### config.mk
export PLATFORM = sky130hd
export DESIGN_NAME = diff_drive_heading_pid
export DESIGN_NICKNAME = d
export VERILOG_FILES = /design/src/rtl/dhpid_pkg.sv /design/src/rtl/diff_drive_heading_pid.sv /design/src/rtl/dhpid_mul.sv /design/src/rtl/dhpid_sqrt.sv /design/src/rtl/dhpid_div.sv
export SDC_FILE = /design/constraint.sdc
export NUM_CORES = 2
export LEC_CHECK = 0
export ABC_AREA = 1
export BUFFER_PORTS_ARGS = -buffer_cell sky130_fd_sc_hd__buf_2
export CAP_MARGIN = 20
export CORE_MARGIN = 2
export CORE_UTILIZATION = 40
export DETAILED_ROUTE_END_ITERATION = 16
export PLACE_DENSITY = 0.63
export SYNTH_ARGS = -nofsm -noshare
export SYNTH_HDL_FRONTEND = slang
export SYNTH_HIERARCHICAL = 1
export SYNTH_SLANG_ARGS = --single-unit
### constraint.sdc
create_clock -name clk_i -period 13.7 [get_ports clk_i]
set_input_delay 2.74 -clock clk_i [delete_from_list [all_inputs] [get_ports clk_i]]
set_output_delay 2.74 -clock clk_i [all_outputs]
set_load 0.01 [all_outputs]
### src/rtl/dhpid_pkg.sv
package dhpid_pkg;

  // accumulator width of the shared multiplier, wide enough for the mixed wheel term
  localparam int AccW = 56;

  // fixed scale factors of the controller
  localparam logic [15:0] TickMs  = 16'd50;
  localparam logic [15:0] AxleLen = 16'd11;
  localparam logic [15:0] VScale  = 16'd25600;
  localparam logic [31:0] DenConst = 32'd76800;
  localparam logic [AccW-1:0] SatLim = 56'd2516582400;
  localparam logic signed [AccW-1:0] WLim = 56'sh4_0000_0000_0000;

  // register indexes
  localparam logic [2:0] RegKpFar     = 3'd0;
  localparam logic [2:0] RegKpNear    = 3'd1;
  localparam logic [2:0] RegKiGain    = 3'd2;
  localparam logic [2:0] RegKdGain    = 3'd3;
  localparam logic [2:0] RegSpeedFar  = 3'd4;
  localparam logic [2:0] RegSpeedNear = 3'd5;
  localparam logic [2:0] RegSlowRad   = 3'd6;
  localparam logic [2:0] RegStopRad   = 3'd7;

  // multiplier command
  typedef struct packed {
    logic start;
    logic clr;
  } mul_cmd_t;

endpackage

### src/rtl/diff_drive_heading_pid.sv
// channel | direction | handshake                 | payload
// input   | in        | in_valid_i / in_stall_o   | pos_x, pos_y, heading, goal_x, goal_y, goal_heading
// output  | out       | out_valid_o / out_stall_i | left_speed, right_speed, stopped
// config  | in        | cfg_we_i                  | cfg_idx_i, cfg_data_i
//
// one item at a time; the time from accept to result is set by the bit-serial multiplier
// (8 products, or 2 when stopped), the 13-step square root and, unless stopped, two
// 15-step divisions.
// reset puts registers at their defaults and clears the integral and last error.
// a result waiting on a stalled output does not block the next item from entering.
module diff_drive_heading_pid import dhpid_pkg::*; (
  input  logic               clk_i,
  input  logic               rst_ni,
  input  logic               in_valid_i,
  output logic               in_stall_o,
  input  logic        [11:0] pos_x_i,
  input  logic        [11:0] pos_y_i,
  input  logic        [8:0]  heading_i,
  input  logic        [11:0] goal_x_i,
  input  logic        [11:0] goal_y_i,
  input  logic        [8:0]  goal_heading_i,
  output logic               out_valid_o,
  input  logic               out_stall_i,
  output logic signed [15:0] left_speed_o,
  output logic signed [15:0] right_speed_o,
  output logic               stopped_o,
  input  logic               cfg_we_i,
  input  logic        [2:0]  cfg_idx_i,
  input  logic        [15:0] cfg_data_i
);

  localparam logic [3:0] StIdle   = 4'd0;
  localparam logic [3:0] StMul    = 4'd1;
  localparam logic [3:0] StMWait  = 4'd2;
  localparam logic [3:0] StSqrt   = 4'd3;
  localparam logic [3:0] StSWait  = 4'd4;
  localparam logic [3:0] StDecide = 4'd5;
  localparam logic [3:0] StDivL   = 4'd6;
  localparam logic [3:0] StDLWait = 4'd7;
  localparam logic [3:0] StDivR   = 4'd8;
  localparam logic [3:0] StDRWait = 4'd9;
  localparam logic [3:0] StOut    = 4'd10;

  localparam logic [2:0] OpDx2  = 3'd0;
  localparam logic [2:0] OpDy2  = 3'd1;
  localparam logic [2:0] OpKpE  = 3'd2;
  localparam logic [2:0] OpKiEs = 3'd3;
  localparam logic [2:0] OpTick = 3'd4;
  localparam logic [2:0] OpKdDe = 3'd5;
  localparam logic [2:0] OpAxle = 3'd6;
  localparam logic [2:0] OpVel  = 3'd7;

  logic [3:0] state_q;
  logic [2:0] op_q;

  logic [15:0] kp_far_q, kp_near_q, ki_q, kd_q;
  logic [9:0]  spd_far_q, spd_near_q;
  logic [12:0] slow_q, stop_q;

  logic [11:0] px_q, py_q, gx_q, gy_q;
  logic [8:0]  hd_q, gh_q;

  logic signed [31:0] es_q;
  logic signed [8:0]  last_q;
  logic signed [8:0]  e_q;
  logic signed [9:0]  de_q;
  logic        [15:0] kp_sel_q;
  logic        [9:0]  v_sel_q;
  logic signed [AccW-1:0] wl_q;

  logic signed [15:0] res_l_q, res_r_q;
  logic               res_stop_q;
  logic               out_valid_q;
  logic signed [15:0] out_l_q, out_r_q;
  logic               out_stop_q;

  mul_cmd_t               mul_cmd;
  logic signed [AccW-1:0] mul_a;
  logic        [15:0]     mul_b;
  logic signed [AccW-1:0] acc;
  logic                   mul_busy;

  logic        [12:0] root;
  logic               sqrt_busy;
  logic signed [AccW-1:0] div_num;
  logic signed [15:0] div_q;
  logic               div_busy;

  logic signed [12:0] dx, dy;
  logic        [11:0] adx, ady;
  logic signed [AccW-1:0] wclamp;

  logic        [10:0] hsum, r1;
  logic        [8:0]  r2;
  logic signed [8:0]  e_w;
  logic signed [14:0] ese, e50;
  logic signed [32:0] es_sum;
  logic signed [31:0] es_new;
  logic signed [9:0]  de_w;
  logic               is_stop, is_near;
  logic               in_acc, out_acc, out_free;

  assign in_acc   = in_valid_i && !in_stall_o;
  assign out_acc  = out_valid_q && !out_stall_i;
  assign out_free = !out_valid_q || !out_stall_i;

  // configuration registers
  always_ff @(posedge clk_i or negedge rst_ni) begin
    if (!rst_ni) begin
      kp_far_q   <= 16'd205;
      kp_near_q  <= 16'd102;
      ki_q       <= 16'd0;
      kd_q       <= 16'd12800;
      spd_far_q  <= 10'd420;
      spd_near_q <= 10'd230;
      slow_q     <= 13'd100;
      stop_q     <= 13'd15;
    end else if (cfg_we_i) begin
      unique case (cfg_idx_i)
        RegKpFar:     kp_far_q   <= cfg_data_i;
        RegKpNear:    kp_near_q  <= cfg_data_i;
        RegKiGain:    ki_q       <= cfg_data_i;
        RegKdGain:    kd_q       <= cfg_data_i;
        RegSpeedFar:  spd_far_q  <= cfg_data_i[9:0];
        RegSpeedNear: spd_near_q <= cfg_data_i[9:0];
        RegSlowRad:   slow_q     <= cfg_data_i[12:0];
        RegStopRad:   stop_q     <= cfg_data_i[12:0];
        default: ;
      endcase
    end
  end

  // position deltas
  assign dx  = $signed({1'b0, gx_q}) - $signed({1'b0, px_q});
  assign dy  = $signed({1'b0, gy_q}) - $signed({1'b0, py_q});
  assign adx = dx[12] ? 12'(-dx) : dx[11:0];
  assign ady = dy[12] ? 12'(-dy) : dy[11:0];

  // turn rate clamp
  always_comb begin
    if (acc > WLim) begin
      wclamp = WLim;
    end else if (acc < -WLim) begin
      wclamp = -WLim;
    end else begin
      wclamp = acc;
    end
  end

  // multiplier operand select
  always_comb begin
    mul_cmd.start = (state_q == StMul);
    mul_cmd.clr   = 1'b1;
    mul_a         = '0;
    mul_b         = '0;
    unique case (op_q)
      OpDx2: begin
        mul_a = {{(AccW-12){1'b0}}, adx};
        mul_b = {4'b0, adx};
      end
      OpDy2: begin
        mul_a       = {{(AccW-12){1'b0}}, ady};
        mul_b       = {4'b0, ady};
        mul_cmd.clr = 1'b0;
      end
      OpKpE: begin
        mul_a = {{(AccW-9){e_q[8]}}, e_q};
        mul_b = kp_sel_q;
      end
      OpKiEs: begin
        mul_a       = {{(AccW-32){es_q[31]}}, es_q};
        mul_b       = ki_q;
        mul_cmd.clr = 1'b0;
      end
      OpTick: begin
        mul_a = acc;
        mul_b = TickMs;
      end
      OpKdDe: begin
        mul_a       = {{(AccW-10){de_q[9]}}, de_q};
        mul_b       = kd_q;
        mul_cmd.clr = 1'b0;
      end
      OpAxle: begin
        mul_a = wclamp;
        mul_b = AxleLen;
      end
      OpVel: begin
        mul_a = {{(AccW-10){1'b0}}, v_sel_q};
        mul_b = VScale;
      end
      default: ;
    endcase
  end

  dhpid_mul u_mul (
    .clk_i  (clk_i),
    .rst_ni (rst_ni),
    .cmd_i  (mul_cmd),
    .a_i    (mul_a),
    .b_i    (mul_b),
    .acc_o  (acc),
    .busy_o (mul_busy)
  );

  dhpid_sqrt u_sqrt (
    .clk_i   (clk_i),
    .rst_ni  (rst_ni),
    .start_i (state_q == StSqrt),
    .val_i   (acc[24:0]),
    .root_o  (root),
    .busy_o  (sqrt_busy)
  );

  assign div_num = (state_q == StDivL) ? acc + wl_q : acc - wl_q;

  dhpid_div u_div (
    .clk_i   (clk_i),
    .rst_ni  (rst_ni),
    .start_i ((state_q == StDivL) || (state_q == StDivR)),
    .num_i   (div_num),
    .q_o     (div_q),
    .busy_o  (div_busy)
  );

  // heading error wrap, integral and error-delta update, and distance compares
  always_comb begin
    hsum = 11'({2'b0, hd_q}) + 11'd720 - 11'({2'b0, gh_q});
    r1   = (hsum >= 11'd720) ? hsum - 11'd720 : hsum;
    r2   = (r1 >= 11'd360) ? 9'(r1 - 11'd360) : r1[8:0];
    e_w  = (r2 > 9'd180) ? $signed(r2 - 9'd360) : $signed(r2);
    ese  = {{6{e_w[8]}}, e_w};
    e50  = (ese <<< 5) + (ese <<< 4) + (ese <<< 1);
    es_sum = {es_q[31], es_q} + {{18{e50[14]}}, e50};
    if (es_sum[32] != es_sum[31]) begin
      es_new = es_sum[32] ? 32'sh8000_0000 : 32'sh7fff_ffff;
    end else begin
      es_new = es_sum[31:0];
    end
    de_w    = {e_w[8], e_w} - {last_q[8], last_q};
    is_stop = (root <= stop_q);
    is_near = (root < slow_q);
  end

  // sequencer
  always_ff @(posedge clk_i or negedge rst_ni) begin
    if (!rst_ni) begin
      state_q     <= StIdle;
      op_q        <= OpDx2;
      es_q        <= '0;
      last_q      <= '0;
      out_valid_q <= 1'b0;
    end else begin
      if (out_acc && !((state_q == StOut) && out_free)) begin
        out_valid_q <= 1'b0;
      end
      unique case (state_q)
        StIdle: begin
          if (in_valid_i) begin
            op_q    <= OpDx2;
            state_q <= StMul;
          end
        end
        StMul: state_q <= StMWait;
        StMWait: begin
          if (!mul_busy) begin
            op_q <= op_q + 3'd1;
            if (op_q == OpDy2) begin
              state_q <= StSqrt;
            end else if (op_q == OpVel) begin
              state_q <= StDivL;
            end else begin
              state_q <= StMul;
            end
          end
        end
        StSqrt: state_q <= StSWait;
        StSWait: begin
          if (!sqrt_busy) begin
            state_q <= StDecide;
          end
        end
        StDecide: begin
          if (is_stop) begin
            state_q <= StOut;
          end else begin
            es_q    <= es_new;
            last_q  <= e_w;
            state_q <= StMul;
          end
        end
        StDivL: state_q <= StDLWait;
        StDLWait: begin
          if (!div_busy) begin
            state_q <= StDivR;
          end
        end
        StDivR: state_q <= StDRWait;
        StDRWait: begin
          if (!div_busy) begin
            state_q <= StOut;
          end
        end
        StOut: begin
          if (out_free) begin
            out_valid_q <= 1'b1;
            state_q     <= StIdle;
          end
        end
        default: state_q <= StIdle;
      endcase
    end
  end

  // datapath holding registers
  always_ff @(posedge clk_i) begin
    if (in_acc) begin
      px_q <= pos_x_i;
      py_q <= pos_y_i;
      hd_q <= heading_i;
      gx_q <= goal_x_i;
      gy_q <= goal_y_i;
      gh_q <= goal_heading_i;
    end
    if (state_q == StDecide) begin
      e_q        <= e_w;
      de_q       <= de_w;
      kp_sel_q   <= is_near ? kp_near_q : kp_far_q;
      v_sel_q    <= is_near ? spd_near_q : spd_far_q;
      res_stop_q <= is_stop;
      res_l_q    <= '0;
      res_r_q    <= '0;
    end
    if ((state_q == StMul) && (op_q == OpVel)) begin
      wl_q <= acc;
    end
    if ((state_q == StDLWait) && !div_busy) begin
      res_l_q <= div_q;
    end
    if ((state_q == StDRWait) && !div_busy) begin
      res_r_q <= div_q;
    end
    if ((state_q == StOut) && out_free) begin
      out_l_q    <= res_l_q;
      out_r_q    <= res_r_q;
      out_stop_q <= res_stop_q;
    end
  end

  assign in_stall_o    = (state_q != StIdle);
  assign out_valid_o   = out_valid_q;
  assign left_speed_o  = out_l_q;
  assign right_speed_o = out_r_q;
  assign stopped_o     = out_stop_q;

`ifndef ASSERT_OFF
  // a stopped result carries zero speeds
  a_stop_zero: assert property (@(posedge clk_i) disable iff (!rst_ni)
    out_valid_o && stopped_o |-> (left_speed_o == 16'sd0) && (right_speed_o == 16'sd0))
    else $error("stopped result with nonzero speed");

  // an accepted item holds off the next one
  a_one_item: assert property (@(posedge clk_i) disable iff (!rst_ni)
    in_valid_i && !in_stall_o |=> in_stall_o)
    else $error("second item taken while busy");

  // no arithmetic unit runs while idle
  a_idle_quiet: assert property (@(posedge clk_i) disable iff (!rst_ni)
    (state_q == StIdle) |-> !mul_busy && !sqrt_busy && !div_busy)
    else $error("unit busy in idle");
`endif

endmodule

### src/rtl/dhpid_mul.sv
module dhpid_mul import dhpid_pkg::*; (
  input  logic                   clk_i,
  input  logic                   rst_ni,
  input  mul_cmd_t               cmd_i,
  input  logic signed [AccW-1:0] a_i,
  input  logic        [15:0]     b_i,
  output logic signed [AccW-1:0] acc_o,
  output logic                   busy_o
);

  logic        [15:0]     b_q;
  logic signed [AccW-1:0] a_q;
  logic signed [AccW-1:0] acc_q;

  // multiplier bits, one retired per cycle
  always_ff @(posedge clk_i or negedge rst_ni) begin
    if (!rst_ni) begin
      b_q <= '0;
    end else if (cmd_i.start) begin
      b_q <= b_i;
    end else begin
      b_q <= b_q >> 1;
    end
  end

  // shifted multiplicand and accumulator
  always_ff @(posedge clk_i) begin
    if (cmd_i.start) begin
      a_q <= a_i;
      if (cmd_i.clr) begin
        acc_q <= '0;
      end
    end else if (b_q != '0) begin
      if (b_q[0]) begin
        acc_q <= acc_q + a_q;
      end
      a_q <= a_q <<< 1;
    end
  end

  assign busy_o = (b_q != '0);
  assign acc_o  = acc_q;

endmodule

### src/rtl/dhpid_sqrt.sv
module dhpid_sqrt import dhpid_pkg::*; (
  input  logic        clk_i,
  input  logic        rst_ni,
  input  logic        start_i,
  input  logic [24:0] val_i,
  output logic [12:0] root_o,
  output logic        busy_o
);

  logic [24:0] bit_q;
  logic [24:0] v_q;
  logic [24:0] res_q;
  logic [25:0] sum;
  logic        ge;

  // trial value for the current root bit
  assign sum = {1'b0, res_q} + {1'b0, bit_q};
  assign ge  = ({1'b0, v_q} >= sum);

  // one-hot bit pair pointer
  always_ff @(posedge clk_i or negedge rst_ni) begin
    if (!rst_ni) begin
      bit_q <= '0;
    end else if (start_i) begin
      bit_q <= 25'h100_0000;
    end else begin
      bit_q <= bit_q >> 2;
    end
  end

  // remainder and partial root
  always_ff @(posedge clk_i) begin
    if (start_i) begin
      v_q   <= val_i;
      res_q <= '0;
    end else if (bit_q != '0) begin
      if (ge) begin
        v_q   <= v_q - sum[24:0];
        res_q <= (res_q >> 1) + bit_q;
      end else begin
        res_q <= res_q >> 1;
      end
    end
  end

  assign root_o = res_q[12:0];
  assign busy_o = (bit_q != '0);

endmodule

### src/rtl/dhpid_div.sv
module dhpid_div import dhpid_pkg::*; (
  input  logic                   clk_i,
  input  logic                   rst_ni,
  input  logic                   start_i,
  input  logic signed [AccW-1:0] num_i,
  output logic signed [15:0]     q_o,
  output logic                   busy_o
);

  logic [14:0]     qb_q;
  logic [14:0]     q_q;
  logic [31:0]     rem_q;
  logic [31:0]     dsh_q;
  logic            neg_q;
  logic            sat_q;
  logic [AccW-1:0] mag;
  logic            ge;

  // magnitude of the numerator
  assign mag = num_i[AccW-1] ? AccW'(-num_i) : AccW'(num_i);
  assign ge  = (rem_q >= dsh_q);

  // one-hot quotient bit pointer
  always_ff @(posedge clk_i or negedge rst_ni) begin
    if (!rst_ni) begin
      qb_q <= '0;
    end else if (start_i) begin
      qb_q <= (mag >= SatLim) ? 15'd0 : 15'h4000;
    end else begin
      qb_q <= qb_q >> 1;
    end
  end

  // restoring division, one quotient bit per cycle
  always_ff @(posedge clk_i) begin
    if (start_i) begin
      neg_q <= num_i[AccW-1];
      sat_q <= (mag >= SatLim);
      rem_q <= mag[31:0];
      dsh_q <= DenConst << 14;
      q_q   <= '0;
    end else if (qb_q != '0) begin
      if (ge) begin
        rem_q <= rem_q - dsh_q;
        q_q   <= q_q | qb_q;
      end
      dsh_q <= dsh_q >> 1;
    end
  end

  // sign and saturation
  always_comb begin
    if (sat_q) begin
      q_o = neg_q ? 16'sh8000 : 16'sh7fff;
    end else if (neg_q) begin
      q_o = -$signed({1'b0, q_q});
    end else begin
      q_o = $signed({1'b0, q_q});
    end
  end

  assign busy_o = (qb_q != '0);

endmodule
==> results by group <==
Setup path
  • Startpoint Class: register
  • Worst path max stage delay: 0.74 ns
  • Worst setup EP type: register
  • Crit-path most repeated cell: nand2_1
  • Required @ worst endpoint: 14.21 ns
  • Worst setup path class: reg -> reg
  • Worst-path fanout max: 20
  • Worst R2R Setup Slack: 3.59 ns
  • Slowest CP cell: ha_1
  • Worst Path Arrival: 10.63 ns

Final layout
  • Commonest cells after routing, fill and taps aside: 1747 x nand2_1, 1005 x inv_1, 536 x nor2_1
  • Final nets: 7266
  • Diodes inserted: 0
  • Most common cell after layout, fill and taps aside: nand2_1
  • Layout cell share with drive strength beyond 1: 0.0963
  • Area grow syn2layout: 10.2%
  • Layout fillers: 12600

Drt
  • Routed len/inst: 16.8 um
  • Vias per cell: 5.18
  • Via count: 44100
  • Number of remaining DRC errors: 0
  • DRT Pass-1 Iters: 8
  • Antenna Nets Post-Route: 0
  • Total wire length: 143000 um
  • Initial DRC Count: 3144

Floorplanning
  • FP Rows: 130
  • Num ports: 125
  • CORE AREA: 125000 um2
  • DIE WIDTH: 359 um
  • Die footprint: 129000 um2
  • Die Height: 359 um
  • Initial core utilization: 0.403

Clock tree
  • Post-CTS Hold Buffers: 0
  • Root buf cell: clkbuf_16
  • Total CTS buffers: 81
  • Clock slew at reported path FFs: 0.06 ns
  • Clk Latency, worst-skew pair: 0.70 ns
  • Post-CTS setup buffer count: 0
  • CTS H-tree lvls: 3
  • PostCTS Resize Cnt: 0
  • Clock Tree Buf Depth: 3
  • CTS Sinks: 678
  • CTS tree: yes

Global route
  • GRT Total Usage: 0.218
  • Largest net degree at the start of global routing: 84
  • First-pass GRT wire length: 228000 um
  • Number of global-route vias before repair: 42400
  • Total congestion overflow: 0
  • Initial antenna violation count: 1

Synth
  • Synth warn: 6
  • Average cell area after synthesis: 7.52 um2
  • Post-synth ARST share: 0.299
  • Sequential cell area fraction in the yosys report: 0.370
  • Syn Nets: 7185
  • Ys flop type: edfxtp_1
  • Synth unique cells: 81
  • Post-synthesis register bit count: 678
  • Synth Instances: 6721
  • Synth Cell Area: 50500 um2
  • Post-synth EDFFs: 404

Timing
  • Final Hold Fails: 0
  • Period utilisation layout: 0.738
  • RSZ-0062 raised after global routing: false
  • Final setup vio count: 0
  • Slew @ Worst Pin: 1.07 ns
  • Max-slew violation count: 0
  • Fmax achieved: 0.0989 GHz
  • Final period demand of the worst path: 10.11 ns
  • Setup TNS: 0 ns
  • Max_slew headroom: 0.282
  • Layout Skew: 0.0383 ns
  • Setup ws final: 3.59 ns

Placed design
  • Pre-CTS setup slack: 3.32 ns
  • Final HPWL DP: 109000 um
  • Port Buf Inserts: 124
  • Gp weighted congestion: 0.933

Worst hold path
  • Worst hold path class: reg -> reg

Run
  • Max-cap violations: 0

Status
  • Status: finished, final reports clean
[cell usage after synthesis, drive strengths merged, types with 7 or more instances]
library cell	count	share of area
o21a	28	0.0042
a21boi	16	0.0024
o2111ai	7	0.0012
a31oi	37	0.0046
a221oi	21	0.0036
xor2	145	0.025
fa	19	0.0075
nor4	21	0.0029
and2	7	0.00087
a21o	13	0.0019
or2	20	0.0026
dfrtp	175	0.087
o221ai	23	0.0040
inv	1028	0.076
nand3b	27	0.0040
nand4	78	0.0098
o31ai	9	0.0013
nor2	625	0.053
buf	43	0.0062
o21bai	27	0.0041
ha	355	0.088
clkinv	7	0.00052
dfstp	28	0.015
a21oi	399	0.041
mux2	27	0.0060
a22oi	11	0.0016
a22o	8	0.0014
a31o	7	0.0012
clkbuf	126	0.0098
nand2	1840	0.14
edfxtp	404	0.24
o22ai	9	0.0011
o21ai	456	0.046
nor3	73	0.0080
dfxtp	71	0.028
o211ai	19	0.0028
nand3	398	0.045
a211oi	7	0.0010
xnor2	87	0.015
[flip-flops by register name, indices dropped and copies added, names as in the netlist, 25 cells and up]
name / count
u_sqrt/res_q: 25
u_div/dsh_q: 31
u_mul/a_q: 56
u_mul/acc_o: 56
u_div/rem_q: 32
u_sqrt/v_q: 25
es_q: 32
wl_q: 56
[layer usage]
metal	global-route usage	wire length, um	up-vias
met4	0.0671	4250	0
li1	-	-	22200
met5	0	0	-
met3	0.0270	7070	243
met1	0.288	64800	20500
met2	0.371	66900	1117
[critical path: cells and delay by family (launching register included)]
family	cells	cell delay, ns
AOI/OAI and AO/OA	9	1.61
adders and majority gates	9	3.19
buffers and inverters	9	1.16
xor gates and xnor gates	3	0.63
DFF	1	0.37
and+or+nand+nor	26	2.96
[stage by stage]
step / instances / instance area (um2) / hold slack (ns) / utilization
floorplan: 6721 / 50500 / 0.400 / -
global placement: 8364 / 52800 / 0.403 / 0.421
detailed placement: 8365 / 52800 / 0.405 / 0.421
CTS: 8512 / 55600 / 0.418 / 0.443
global route: 8516 / 55600 / 0.424 / 0.444
finish: 8516 / 55600 / 0.418 / 0.444
[cells by family (layout without fill, tap and decap cells)]
group	after synthesis	after routing	share of synthesized area
AO/OA/AOI/OAI	1110	1110	0.125
XOR/XNOR	232	232	0.0402
adder cells (fa/ha/maj)	374	374	0.0955
buffers and inverters	1204	1349	0.0929
flip-flops	678	678	0.370
multiplexers	27	27	0.00602
AND/OR/NAND/NOR	3096	3096	0.271
[area by class of cell]
| type | instances | area [um2] | area share |
|---|---|---|---|
| sequential | 678 | 18700 | 0.336 |
| clock inverter | 39 | 444 | 0.00798 |
| timing repair buffer | 167 | 1000 | 0.0180 |
| tap | 1650 | 2060 | 0.0371 |
| multi-input combinational | 4839 | 27300 | 0.491 |
| clock buffer | 108 | 2280 | 0.0410 |
| inverter | 1035 | 3880 | 0.0698 |
[worst paths after layout]
path                            start  cells past startpoint         endpoint
max reg2reg                   hd_q[1]                     56         es_q[11]
min reg2reg                res_l_q[3]                      0  left_speed_o[3]
min in group asynchronous      rst_ni                      1     spd_far_q[6]
min                        res_l_q[3]                      0  left_speed_o[3]
max                           hd_q[1]                     56         es_q[11]
max in group asynchronous      rst_ni                      3   u_div/qb_q[12]
Power is left out: the tool's default activity adds up to more than one toggle a clock period on the data nets, which glitch-free logic cannot reach.
